--- src/hw/rtl/b32_pkg.sv ---
`default_nettype none

package b32_pkg;

  // One input request
  typedef struct packed {
    logic [7:0] prog_byte;
    logic [4:0] witness_version;
    logic       first_byte;
    logic       final_byte;
  } b32_item_t;

  // One result
  typedef struct packed {
    logic [6:0] out_char;
    logic       end_of_address;
  } b32_result_t;

  // Queue entry from front to back, already classified
  typedef struct packed {
    logic [7:0] prog_byte;
    logic [4:0] witness_version;
    logic       first_byte;
    logic       final_byte;
    logic       modern;
  } b32_cmd_t;

  // Handshake between front queue and back sequencer
  typedef struct packed {
    logic empty;
  } b32_qstat_t;

  typedef struct packed {
    logic pop;
  } b32_qctl_t;

  // Resolved configuration
  typedef struct packed {
    logic [3:0]  len_m1;
    logic [63:0] prefix_chars;
  } b32_cfg_t;

  // Configuration register indexes
  localparam logic REG_PREFIX_LENGTH = 1'b0;
  localparam logic REG_PREFIX_CHARS  = 1'b1;

  localparam logic [3:0]  PREFIX_LENGTH_RST = 4'd2;
  localparam logic [63:0] PREFIX_CHARS_RST  = 64'd25442;

  localparam logic [29:0] CHK_INIT       = 30'd1;
  localparam logic [29:0] BECH32_CONST   = 30'd1;
  localparam logic [29:0] BECH32M_CONST  = 30'h2bc830a3;

  localparam logic [29:0] GEN_POLY [5] = '{
    30'h3b6a57b2, 30'h26508e6d, 30'h1ea119fa, 30'h3d4233dd, 30'h2a1462b3
  };

  localparam logic [7:0] CHARSET [32] = '{
    "q", "p", "z", "r", "y", "9", "x", "8",
    "g", "f", "2", "t", "v", "d", "w", "0",
    "s", "3", "j", "n", "5", "4", "k", "h",
    "c", "e", "6", "m", "u", "a", "7", "l"
  };

  localparam logic [7:0] SEPARATOR = "1";

  // One step of the BCH polymod over GF(32)
  function automatic logic [29:0] b32_fold(logic [29:0] acc, logic [4:0] sym);
    logic [4:0]  top;
    logic [29:0] r;
    top = acc[29:25];
    r   = {acc[24:0], sym};
    for (int k = 0; k < 5; k++) begin
      if (top[k]) begin
        r = r ^ GEN_POLY[k];
      end
    end
    return r;
  endfunction

  function automatic logic [6:0] b32_char(logic [4:0] sym);
    logic [7:0] c;
    c = CHARSET[sym];
    return c[6:0];
  endfunction

endpackage

`default_nettype wire

--- src/hw/rtl/b32_front.sv ---
`default_nettype none

module b32_front import b32_pkg::*; (
  input  wire             clk_i,
  input  wire             rst_ni,
  input  wire             push_i,
  output logic            full_o,
  input  wire b32_item_t  item_i,
  input  wire b32_qctl_t  qctl_i,
  output b32_qstat_t      qstat_o,
  output b32_cmd_t        cmd_o
);

  b32_cmd_t   entry_q [2];
  logic       wr_ptr_q, wr_ptr_d;
  logic       rd_ptr_q, rd_ptr_d;
  logic [1:0] cnt_q, cnt_d;
  logic       do_push, do_pop;
  b32_cmd_t   cmd_in;

  assign full_o        = (cnt_q == 2'd2);
  assign qstat_o.empty = (cnt_q == 2'd0);
  assign cmd_o         = entry_q[rd_ptr_q];

  assign do_push = push_i && !full_o;
  assign do_pop  = qctl_i.pop && !qstat_o.empty;

  always_comb begin
    cmd_in.prog_byte       = item_i.prog_byte;
    cmd_in.witness_version = item_i.witness_version;
    cmd_in.first_byte      = item_i.first_byte;
    cmd_in.final_byte      = item_i.final_byte;
    cmd_in.modern          = (item_i.witness_version != 5'd0);
  end

  always_comb begin
    wr_ptr_d = do_push ? !wr_ptr_q : wr_ptr_q;
    rd_ptr_d = do_pop ? !rd_ptr_q : rd_ptr_q;
    cnt_d    = cnt_q + {1'b0, do_push} - {1'b0, do_pop};
  end

  always_ff @(posedge clk_i or negedge rst_ni) begin
    if (!rst_ni) begin
      wr_ptr_q <= 1'b0;
      rd_ptr_q <= 1'b0;
      cnt_q    <= 2'd0;
    end else begin
      wr_ptr_q <= wr_ptr_d;
      rd_ptr_q <= rd_ptr_d;
      cnt_q    <= cnt_d;
    end
  end

  always_ff @(posedge clk_i) begin
    if (do_push) begin
      entry_q[wr_ptr_q] <= cmd_in;
    end
  end

  a_cnt_range: assert property (@(posedge clk_i) disable iff (!rst_ni)
    cnt_q != 2'd3) else $error("queue count out of range");

  a_ptr_match: assert property (@(posedge clk_i) disable iff (!rst_ni)
    (cnt_q == 2'd0 || cnt_q == 2'd2) |-> (wr_ptr_q == rd_ptr_q))
    else $error("queue pointers disagree with count");

  a_push_lands: assert property (@(posedge clk_i) disable iff (!rst_ni)
    (do_push && !do_pop) |=> (cnt_q == $past(cnt_q) + 2'd1))
    else $error("accepted request not counted");

endmodule

`default_nettype wire

--- src/hw/rtl/b32_back.sv ---
`default_nettype none

module b32_back import b32_pkg::*; #(
  parameter int MAX_PREFIX_CHARS = 8
) (
  input  wire              clk_i,
  input  wire              rst_ni,
  input  wire b32_cfg_t    cfg_i,
  input  wire b32_qstat_t  qstat_i,
  input  wire b32_cmd_t    cmd_i,
  output b32_qctl_t        qctl_o,
  output logic             empty_o,
  input  wire              pop_i,
  output b32_result_t      result_o
);

  localparam int IdxW = (MAX_PREFIX_CHARS > 1) ? $clog2(MAX_PREFIX_CHARS) : 1;

  localparam logic [3:0] S_IDLE  = 4'd0;
  localparam logic [3:0] S_PHI   = 4'd1;
  localparam logic [3:0] S_PZERO = 4'd2;
  localparam logic [3:0] S_PLO   = 4'd3;
  localparam logic [3:0] S_PCHR  = 4'd4;
  localparam logic [3:0] S_SEP   = 4'd5;
  localparam logic [3:0] S_VER   = 4'd6;
  localparam logic [3:0] S_BYTE  = 4'd7;
  localparam logic [3:0] S_SYM   = 4'd8;
  localparam logic [3:0] S_PAD   = 4'd9;
  localparam logic [3:0] S_ZERO  = 4'd10;
  localparam logic [3:0] S_CHK   = 4'd11;

  logic [3:0]      st_q, st_d;
  b32_cmd_t        cur_q, cur_d;
  logic [29:0]     acc_q, acc_d;
  logic [11:0]     buf_q, buf_d;
  logic [3:0]      cnt_q, cnt_d;
  logic            modern_q, modern_d;
  logic [IdxW-1:0] idx_q, idx_d;
  logic [2:0]      k_q, k_d;
  logic            out_valid_q, out_valid_d;
  b32_result_t     out_q, out_d;

  logic            out_free;
  logic            emit;
  logic [6:0]      emit_char;
  logic            emit_end;
  logic [IdxW-1:0] idx_last;
  logic [7:0]      pbyte;
  logic [3:0]      nc;
  logic [4:0]      sym;
  logic [29:0]     modv;
  logic [4:0]      shamt;

  assign out_free = !out_valid_q || pop_i;
  assign idx_last = IdxW'(cfg_i.len_m1);
  assign pbyte    = 8'(cfg_i.prefix_chars >> {idx_q, 3'b000});
  assign empty_o  = !out_valid_q;
  assign result_o = out_q;

  always_comb begin
    st_d       = st_q;
    cur_d      = cur_q;
    acc_d      = acc_q;
    buf_d      = buf_q;
    cnt_d      = cnt_q;
    modern_d   = modern_q;
    idx_d      = idx_q;
    k_d        = k_q;
    qctl_o.pop = 1'b0;
    emit       = 1'b0;
    emit_char  = 7'd0;
    emit_end   = 1'b0;
    nc         = cnt_q - 4'd5;
    sym        = 5'(buf_q >> nc);
    modv       = acc_q ^ (modern_q ? BECH32M_CONST : BECH32_CONST);
    shamt      = 5'd25 - 5'(k_q) * 5'd5;

    unique case (st_q)
      S_IDLE: begin
        if (!qstat_i.empty) begin
          qctl_o.pop = 1'b1;
          cur_d      = cmd_i;
          if (cmd_i.first_byte) begin
            acc_d    = CHK_INIT;
            buf_d    = 12'd0;
            cnt_d    = 4'd0;
            modern_d = cmd_i.modern;
            idx_d    = '0;
            st_d     = S_PHI;
          end else begin
            buf_d = {buf_q[3:0], cmd_i.prog_byte};
            cnt_d = cnt_q + 4'd8;
            st_d  = S_SYM;
          end
        end
      end
      S_PHI: begin
        acc_d = b32_fold(acc_q, {2'b00, pbyte[7:5]});
        idx_d = idx_q + 1'b1;
        if (idx_q == idx_last) begin
          idx_d = '0;
          st_d  = S_PZERO;
        end
      end
      S_PZERO: begin
        acc_d = b32_fold(acc_q, 5'd0);
        st_d  = S_PLO;
      end
      S_PLO: begin
        acc_d = b32_fold(acc_q, pbyte[4:0]);
        idx_d = idx_q + 1'b1;
        if (idx_q == idx_last) begin
          idx_d = '0;
          st_d  = S_PCHR;
        end
      end
      S_PCHR: begin
        if (out_free) begin
          emit      = 1'b1;
          emit_char = pbyte[6:0];
          idx_d     = idx_q + 1'b1;
          if (idx_q == idx_last) begin
            idx_d = '0;
            st_d  = S_SEP;
          end
        end
      end
      S_SEP: begin
        if (out_free) begin
          emit      = 1'b1;
          emit_char = SEPARATOR[6:0];
          st_d      = S_VER;
        end
      end
      S_VER: begin
        if (out_free) begin
          emit      = 1'b1;
          emit_char = b32_char(cur_q.witness_version);
          acc_d     = b32_fold(acc_q, cur_q.witness_version);
          st_d      = S_BYTE;
        end
      end
      S_BYTE: begin
        buf_d = {buf_q[3:0], cur_q.prog_byte};
        cnt_d = cnt_q + 4'd8;
        st_d  = S_SYM;
      end
      S_SYM: begin
        if (cnt_q >= 4'd5) begin
          if (out_free) begin
            emit      = 1'b1;
            emit_char = b32_char(sym);
            acc_d     = b32_fold(acc_q, sym);
            cnt_d     = nc;
            buf_d     = buf_q & ((12'd1 << nc) - 12'd1);
          end
        end else begin
          st_d = cur_q.final_byte ? S_PAD : S_IDLE;
        end
      end
      S_PAD: begin
        // leftover bits go out as one zero-padded symbol
        sym = 5'(buf_q << (3'd5 - cnt_q[2:0]));
        if (cnt_q == 4'd0) begin
          k_d  = 3'd0;
          st_d = S_ZERO;
        end else if (out_free) begin
          emit      = 1'b1;
          emit_char = b32_char(sym);
          acc_d     = b32_fold(acc_q, sym);
          k_d       = 3'd0;
          st_d      = S_ZERO;
        end
      end
      S_ZERO: begin
        acc_d = b32_fold(acc_q, 5'd0);
        k_d   = k_q + 3'd1;
        if (k_q == 3'd5) begin
          k_d  = 3'd0;
          st_d = S_CHK;
        end
      end
      S_CHK: begin
        sym = 5'(modv >> shamt);
        if (out_free) begin
          emit      = 1'b1;
          emit_char = b32_char(sym);
          emit_end  = (k_q == 3'd5);
          k_d       = k_q + 3'd1;
          if (k_q == 3'd5) begin
            acc_d = CHK_INIT;
            buf_d = 12'd0;
            cnt_d = 4'd0;
            k_d   = 3'd0;
            st_d  = S_IDLE;
          end
        end
      end
      default: begin
        st_d = S_IDLE;
      end
    endcase
  end

  always_comb begin
    out_valid_d = out_valid_q;
    out_d       = out_q;
    if (emit) begin
      out_valid_d          = 1'b1;
      out_d.out_char       = emit_char;
      out_d.end_of_address = emit_end;
    end else if (pop_i) begin
      out_valid_d = 1'b0;
    end
  end

  always_ff @(posedge clk_i or negedge rst_ni) begin
    if (!rst_ni) begin
      st_q        <= S_IDLE;
      acc_q       <= CHK_INIT;
      buf_q       <= 12'd0;
      cnt_q       <= 4'd0;
      modern_q    <= 1'b0;
      idx_q       <= '0;
      k_q         <= 3'd0;
      out_valid_q <= 1'b0;
    end else begin
      st_q        <= st_d;
      acc_q       <= acc_d;
      buf_q       <= buf_d;
      cnt_q       <= cnt_d;
      modern_q    <= modern_d;
      idx_q       <= idx_d;
      k_q         <= k_d;
      out_valid_q <= out_valid_d;
    end
  end

  always_ff @(posedge clk_i) begin
    cur_q <= cur_d;
    out_q <= out_d;
  end

  a_cnt_max: assert property (@(posedge clk_i) disable iff (!rst_ni)
    cnt_q <= 4'd12) else $error("bit count overflow");

  a_buf_masked: assert property (@(posedge clk_i) disable iff (!rst_ni)
    (st_q == S_IDLE) |-> ((buf_q >> cnt_q) == 12'd0))
    else $error("stale bits above count");

  a_take_leaves_idle: assert property (@(posedge clk_i) disable iff (!rst_ni)
    (st_q == S_IDLE && !qstat_i.empty) |=> (st_q != S_IDLE))
    else $error("request taken without work");

  a_no_overwrite: assert property (@(posedge clk_i) disable iff (!rst_ni)
    (out_valid_q && !pop_i) |-> !emit)
    else $error("result overwritten while waiting");

endmodule

`default_nettype wire

--- src/hw/rtl/bech32_address_encoder.sv ---
`default_nettype none

// Channel    Direction  Handshake         Payload
// request    in         push / full       item_i   (b32_item_t)
// result     out        pop / empty       result_o (b32_result_t)
// config     in         cfg_we_i          cfg_idx_i, cfg_data_i
//
// A middle byte is taken from the input queue, then emitted as 5-bit symbols (each
// symbol being one polymod step) until fewer than five bits remain in the buffer.
// A first byte first folds and emits the prefix, then the separator and version;
// a final byte adds the pad symbol, six zero folds and the checksum.
// Reset clears all control state; the checksum restarts at 1. No clearing pass.
// A two-entry input queue and a result register let either side stall on its own.

module bech32_address_encoder import b32_pkg::*; #(
  parameter int MAX_PREFIX_CHARS = 8
) (
  input  wire              clk_i,
  input  wire              rst_ni,
  input  wire              push,
  output logic             full,
  input  wire b32_item_t   item_i,
  output logic             empty,
  input  wire              pop,
  output b32_result_t      result_o,
  input  wire              cfg_we_i,
  input  wire              cfg_idx_i,
  input  wire [63:0]       cfg_data_i
);

  logic [3:0]  prefix_length_q;
  logic [63:0] prefix_chars_q;
  logic [3:0]  len_clamped;
  b32_cfg_t    cfg;
  b32_qstat_t  qstat;
  b32_qctl_t   qctl;
  b32_cmd_t    cmd;

  always_ff @(posedge clk_i or negedge rst_ni) begin
    if (!rst_ni) begin
      prefix_length_q <= PREFIX_LENGTH_RST;
      prefix_chars_q  <= PREFIX_CHARS_RST;
    end else if (cfg_we_i) begin
      unique case (cfg_idx_i)
        REG_PREFIX_LENGTH: prefix_length_q <= cfg_data_i[3:0];
        REG_PREFIX_CHARS:  prefix_chars_q  <= cfg_data_i;
        default: ;
      endcase
    end
  end

  always_comb begin
    if (prefix_length_q == 4'd0) begin
      len_clamped = 4'd1;
    end else if (prefix_length_q > 4'(MAX_PREFIX_CHARS)) begin
      len_clamped = 4'(MAX_PREFIX_CHARS);
    end else begin
      len_clamped = prefix_length_q;
    end
    cfg.len_m1       = len_clamped - 4'd1;
    cfg.prefix_chars = prefix_chars_q;
  end

  b32_front u_front (
    .clk_i   (clk_i),
    .rst_ni  (rst_ni),
    .push_i  (push),
    .full_o  (full),
    .item_i  (item_i),
    .qctl_i  (qctl),
    .qstat_o (qstat),
    .cmd_o   (cmd)
  );

  b32_back #(
    .MAX_PREFIX_CHARS(MAX_PREFIX_CHARS)
  ) u_back (
    .clk_i    (clk_i),
    .rst_ni   (rst_ni),
    .cfg_i    (cfg),
    .qstat_i  (qstat),
    .cmd_i    (cmd),
    .qctl_o   (qctl),
    .empty_o  (empty),
    .pop_i    (pop),
    .result_o (result_o)
  );

endmodule

`default_nettype wire

--- config.mk ---
export PLATFORM = sky130hd
export DESIGN_NAME = bech32_address_encoder
export DESIGN_NICKNAME = d
export VERILOG_FILES = /design/src/hw/rtl/b32_pkg.sv /design/src/hw/rtl/b32_front.sv /design/src/hw/rtl/b32_back.sv /design/src/hw/rtl/bech32_address_encoder.sv
export SDC_FILE = /design/constraint.sdc
export NUM_CORES = 1
export LEC_CHECK = 0
export ABC_CLOCK_PERIOD_IN_PS = 3400
export BUFFER_PORTS_ARGS = -buffer_cell sky130_fd_sc_hd__buf_4
export CAP_MARGIN = 10
export CORE_ASPECT_RATIO = 1.75
export CORE_MARGIN = 2
export CORE_UTILIZATION = 47
export CTS_CLUSTER_SIZE = 24
export DETAILED_ROUTE_END_ITERATION = 6
export PLACE_DENSITY = 0.73
export SETUP_SLACK_MARGIN = 0.2
export SLEW_MARGIN = 10
export SYNTH_ARGS = -nofsm -noshare
export SYNTH_HDL_FRONTEND = slang
export SYNTH_SLANG_ARGS = --single-unit
--- constraint.sdc ---
create_clock -name clk_i -period 3.4 [get_ports clk_i]
set_input_delay 0.17 -clock clk_i [delete_from_list [all_inputs] [get_ports clk_i]]
set_output_delay 0.17 -clock clk_i [all_outputs]
set_load 0.02 [all_outputs]
Yosys cells after proc, flatten, opt, wreduce, memory -nomap -nowiden:

Memories as Yosys holds them, arrays and structs flattened.
Index checks and enable logic that the tools add are counted.
W data, S select, Z words.

* bits in registers: 152
* latch bits: 0
* bits in writable memories: 32
* ROM bits: 1024
* bits of input ports: 85
* word-level logic and storage cells: 308
* memories kept: 5

Memory list
* (no name shown): depth 32, bits a word 8, read ports 1, clocked after Yosys merged registers in 0, write ports 0, line b32_pkg.sv:83 `c = CHARSET[sym];`
* (no name shown): depth 32, bits a word 8, read ports 1, clocked after Yosys merged registers in 0, write ports 0, line b32_pkg.sv:83
* (no name shown): depth 32, bits a word 8, read ports 1, clocked after Yosys merged registers in 0, write ports 0, line b32_pkg.sv:83
* (no name shown): depth 32, bits a word 8, read ports 1, clocked after Yosys merged registers in 0, write ports 0, line b32_pkg.sv:83
* u_front.entry_q: depth 2, bits a word 16, read ports 1, clocked after Yosys merged registers in 0, write ports 1, line b32_front.sv:14 `b32_cmd_t entry_q [2];`

* $add $sub $neg: 10
* $mul: 1
* divide/modulo/power cells: 0
* $lt $le $gt $ge: 6
* equality and inequality tests: 31
* shifts and indexed selects: 5
* mux-type cells: 160
* bitwise gates (word level): 42
* reduce and logical (&&, ||, !) cells: 30

Operator list (number)
* $mux W30: 85
* $pmux W30 S9: 1
* $mux W29: 7
* $not A17 Y17: 7
* $not A16 Y16: 7
* $not A18 Y18: 6
* $mux W7: 15
* $not A14 Y14: 7
* $not A13 Y13: 7
* $mux W4: 19
* $mux W12: 6
* $shr A64 B6 Y8: 1
* $pmux W12 S4: 1
* $pmux W4 S12: 1
* $pmux W7 S6: 1
* $mux W3: 10
* $shr A30 B5 Y5: 1
* $xor A30 B30 Y30: 1
* $ne A2 B1 Y1 const B: 13
* $ge A6 B6 Y1 const B: 4
* $not A5 Y6: 4
* $pmux W3 S3: 2
* $eq A4 B3 Y1 const B: 4
* $eq A4 B4 Y1 const B: 4
* other kinds (46): 71

Logic depth before layout (Yosys ltp):

* depth after elaboration: 27
* gate-level depth with buffers: 16
* mapped depth without buffers: 14

Modules after synthesis:

A second synthesis with hierarchy kept.

* cell total of the unflattened synthesis: 1202
* area total of the unflattened synthesis: 12420.7 um2

By module, submodules not included
* b32_back: instances 1, cells an instance 979, area an instance 8350.5 um2, seq. area each 2113.3 um2
* bech32_address_encoder: instances 1, cells an instance 152, area an instance 2651.3 um2, seq. area each 1711.6 um2
* b32_front: instances 1, cells an instance 71, area an instance 1418.9 um2, seq. area each 1061.0 um2

Worst setup path before layout:

Ideal clock, no wire load.

* path type: register to register
* start: register u_back.st_q[1]
* end: register u_front.cnt_q[1]
* arrival: 3.527 ns
* data required time: 3.320 ns
* slack: -0.207 ns
* cell stages (with the launch flop): 9
* path buffers: 1
* clock period less this slack: 3.607 ns
* path through: dfrtp_1 > clkbuf_1 > or2_2 > nor4_1 > ha_1 > inv_1 > ha_1 > xnor2_1 > xnor2_1

* longest elaborated chain between the ends: 4

Ends and longest elaborated chain
* start: declaration: line b32_back.sv:32 `logic [3:0] st_q, st_d;`
* start signal: assignment: line b32_back.sv:228 `st_q <= st_d;`
* $logic_not A4 Y1: line b32_back.sv:78 `unique case (st_q)`
* $mux W1: line b32_back.sv:78
* net qctl: line bech32_address_encoder.sv:36 `b32_qctl_t qctl;`
* $logic_and A1 B1 Y1: line b32_front.sv:26 `assign do_pop = qctl_i.pop && !qstat_o.empty;`
* $sub A2 B1 Y2: line b32_front.sv:39 `cnt_d = cnt_q + {1'b0, do_push} - {1'b0, do_pop};`
* net u_front.cnt_d[1]: line b32_front.sv:17 `logic [1:0] cnt_q, cnt_d;`
* end signal: assignment: line b32_front.sv:50 `cnt_q <= cnt_d;`
* end: declaration: line b32_front.sv:17

The timed path passes the listed nets, and every way through them passes these cells.
A chain may end at the register's enable or synchronous reset.

Worst setup path in the final report:

* start: register u_back.k_q[2]
* end: register u_back.out_q (netlist bit u_back.result_o[1]), data pin

* longest elaborated chain between the ends: 9

Ends and longest elaborated chain
* start: declaration: line b32_back.sv:39 `logic [2:0] k_q, k_d;`
* start signal: assignment: line b32_back.sv:234 `k_q <= k_d;`
* $mul A3 B3 Y5: line b32_back.sv:76 `shamt = 5'd25 - 5'(k_q) * 5'd5;`
* $sub A5 B5 Y5: line b32_back.sv:76
* $shr A30 B5 Y5: line b32_back.sv:184 `sym = 5'(modv >> shamt);`
* $not A5 Y6 (implied by the code): line b32_pkg.sv:83
* $mem_v2 Z32 W8
* $mux W7 (implied by the code) (2 in a row): line b32_pkg.sv:83
* $mux W7: line b32_back.sv:185 `if (out_free) begin`
* $pmux W7 S6: line b32_back.sv:78
* net u_back.emit_char[0]: line b32_back.sv:45 `logic [6:0] emit_char;`
* end signal: assignment: line b32_back.sv:241 `out_q <= out_d;`
* end: declaration: line b32_back.sv:41 `b32_result_t out_q, out_d;`

The timed path passes the listed nets, and every way through them passes these cells. The select of a mux whose other input is x is not followed.

==> metrics.csv <==
metric,value,unit
synth_seq_area_share,40.63,%
min_to,u_front.wr_ptr_q,
critPathMostFrequentCell,ha_4,
dieArea,26930,um2
crit_path_max_fanout,5,
path_delay_family,adder cells,
instances_no_fill,1700,
synthArstFlopShare,70.65,%
max_slew.worst_pin.slew,904.2,ps
cp.required,3670,ps
critPathCaptureType,flop,
netlist_instances,1171,
hold_viol,0,
clock-sinks,184,
clk_pin_slew_worst_paths,70,ps
grt_antenna_before_repair,0,
fin_skew,15.11,ps
clockBufferDepth,2,
cts_tree,done,
yosys.area.top_type,dfrtp_1,
first_global_vias,10870,
cp_cell_sequence,"ha_4, inv_2, ha_4, fa_2, clkinv_4, nand2_2, a221oi_1, nor4_2, a21oi_4, buf_6, or3_4, a211oi_4, nor3b_2, o211ai_1",
fmax,0.3005,GHz
dp_hpwl,24530,um
synth_top_family_by_area,multiplexers,
critical_path_class,flop to flop,
antenna_cells,0,
drt_iter0_drc,812,
hp-class,input port to flop,
synthSimpleGateAreaFrac,11.97,%
via_per_inst,6.141,
core,25240,um2
status,finished clean,
grt_usage,26.80,%
fill_cells,2008,
worst_slack,72.11,ps
place_ws,-26.17,ps
syn_nets,1272,
fp.dieW,124.9,um
vias,10440,
setup_viol_count_final,0,
finalCritPeriodShare,97.88,%
final-seq-area,4886,um2
wl_per_cell,21.26,um
syn_area,12030,um2
rows,77,
reg2reg_depth,14,
synth_cell_types,76,
synth_compound_area_share,17.17,%
drc,0,
critPathBufInv,3,
ant_nets,0,
holdPathStages,3,
yosysTopAreaCellShare,25.18,%
ys_warn_count,0,
slew_headroom,39.25,%
h-tree-depth,4,
drt-total-wl,36150,um
rrSetupSlack,70,ps
synth_edf_count,54,
portBuffers,94,
min_from,push,
r2r-end,u_back.result_o[1],
multi_input_area,6974,um2
synth_fa_ha_area_share,1.789,%
grt_overflow,0,
synthTopCellsByArea,"dfrtp_1, edfxtp_1, mux2_2",
crit_slowest_cell,fa_2,
syn2layout_area_growth,26.66,%
placed_cells,1576,
fin_area,15230,um2
rsz0062_at_grt,true,
r2r_start,u_back.k_q[2],
io_pins,95,
avgSynthCellArea,10.27,um2
routabilityCongestion,0.9378,
ys_seq_elements,184,
critPathLaunchType,flop,
final-max-slew-violation-count,0,
drive_gt1_share,30.35,%
finalCriticalPeriod,3328,ps
synthFlopType,dfrtp_1,
cap_violations,0,
synthMuxAreaShare,18.11,%
grt_pass1_wl,57360,um
synthXorXnorAreaFrac,6.388,%
placed_cell_area,13440,um2
slowest_delay,610,ps
cp_data_arrival_time,3590,ps
grt_max_degree,67,
die_h,215.6,um
cts_buffers,17,
fin_setup_tns,0,ps
start_util,47.65,%
insertion_delay,450,ps
finalNetCount,1472,
cts_root_buf,clkbuf_16,
dr.pass1.iters,5,
[cell type report]
cell class	count	share of cell area, %
multi-input cells	878	45.78
clock buffers	18	2.883
clock inverters	14	1.043
well taps	316	2.595
repair buffers	262	14.87
inverters	28	0.7474
flip-flops and latches	184	32.07
[layer usage]
metal  GRT usage [%]  part of all wire, %  up-vias
met3           3.793                  4.8       97
met5               0                    0        -
met4           13.30                  4.7        0
li1                -                    -     4761
met1           28.86                   36     5189
met2           50.71                   55      393
[worst min-delay path: cells and delay by family]
kind	cells	cell delay, ps
xor gates and xnor gates	1	90
buffers and inverters	1	110
and+or+nand+nor	1	130
[cells by family after synthesis]
group | count (synthesis)
buffers and inverters | 109
xor gates and xnor gates | 86
DFF | 184
muxes | 160
AOI/OAI and AO/OA | 304
adders and majority gates | 16
and+or+nand+nor | 312
[state kept, by name (all words and copies together) (netlist names), 2 cells and up]
name,flops
prefix_chars_q,64
u_front.entry_q,32
u_back.acc_q,30
u_back.cur_q,14
u_back.buf_q,12
u_back.result_o,8
prefix_length_q,4
u_back.cnt_q,4
u_back.st_q,4
u_back.idx_q,3
u_back.k_q,3
u_front.cnt_q,2
[placed cells by master (no fill, tap or decap), drive strengths merged, types with 32 or more instances in the layout]
cell / Yosys / layout
buf: 37 / 182
dfrtp: 121 / 121
nand2: 98 / 98
nor2: 96 / 96
mux2: 91 / 91
dlygate4sd3: 0 / 80
a21oi: 73 / 73
o21ai: 69 / 69
xnor2: 58 / 58
edfxtp: 54 / 54
mux4: 37 / 37
inv: 26 / 33
mux2i: 32 / 32
[how the worst max path moves through the flow]
stage | from | end | slack [ps] | cells past startpoint
3_3_place_gp | u_back.k_q[0] | u_back.result_o[7] | 20 | 11
5_1_grt | u_back.k_q[2] | u_back.result_o[1] | -50 | 14
2_1_floorplan | u_back.k_q[1] | u_back.result_o[1] | 200 | 14
4_1_cts | u_back.k_q[0] | u_back.result_o[7] | 190 | 13
3_5_place_dp | u_back.k_q[0] | u_back.result_o[7] | -30 | 11
6_report | u_back.k_q[2] | u_back.result_o[1] | 70 | 14
[Yosys cell counts (6+ instances only)]
master and count:
nor3b_1 7, o221ai_1 6, ha_1 14, nor2_1 96
o21ai_1 13, nand3_1 19, dfstp_2 9, xor2_1 27
nand2_1 98, buf_2 26, buf_4 8, inv_1 23
mux2_2 91, edfxtp_1 54, nand4_1 7, o21ai_0 55
dfrtp_1 121, nor3_1 24, clkbuf_1 44, a21oi_1 72
mux2i_1 32, o31ai_1 7, nor2b_1 12, nor4_1 6
a211oi_1 18, mux4_2 37, a21o_1 7, xnor2_1 57
a31oi_1 10, nand2b_1 19, o22ai_1 13, a22o_1 29
a32oi_1 12, o211ai_1 7
[per-stage QoR]
stage	util (%)	hold slack, ps
after floorplan	-	-125.6
after global placement	53.26	210.7
after detailed placement	53.26	217.2
after CTS	59.74	104.2
after global routing	60.35	109.7
final	60.35	97.18
[repair_timing]
item	in CTS	in global routing
cloned	1	0
pin swaps	19	15
resized for setup	39	30
hold buffers	80	0
endpoints found under the hold margin	157	0
setup endpoints to repair	6	36
setup buffers	9	2
Power is left out: the tool's default activity adds up to more than one toggle a clock period on the data nets, which glitch-free logic cannot reach.
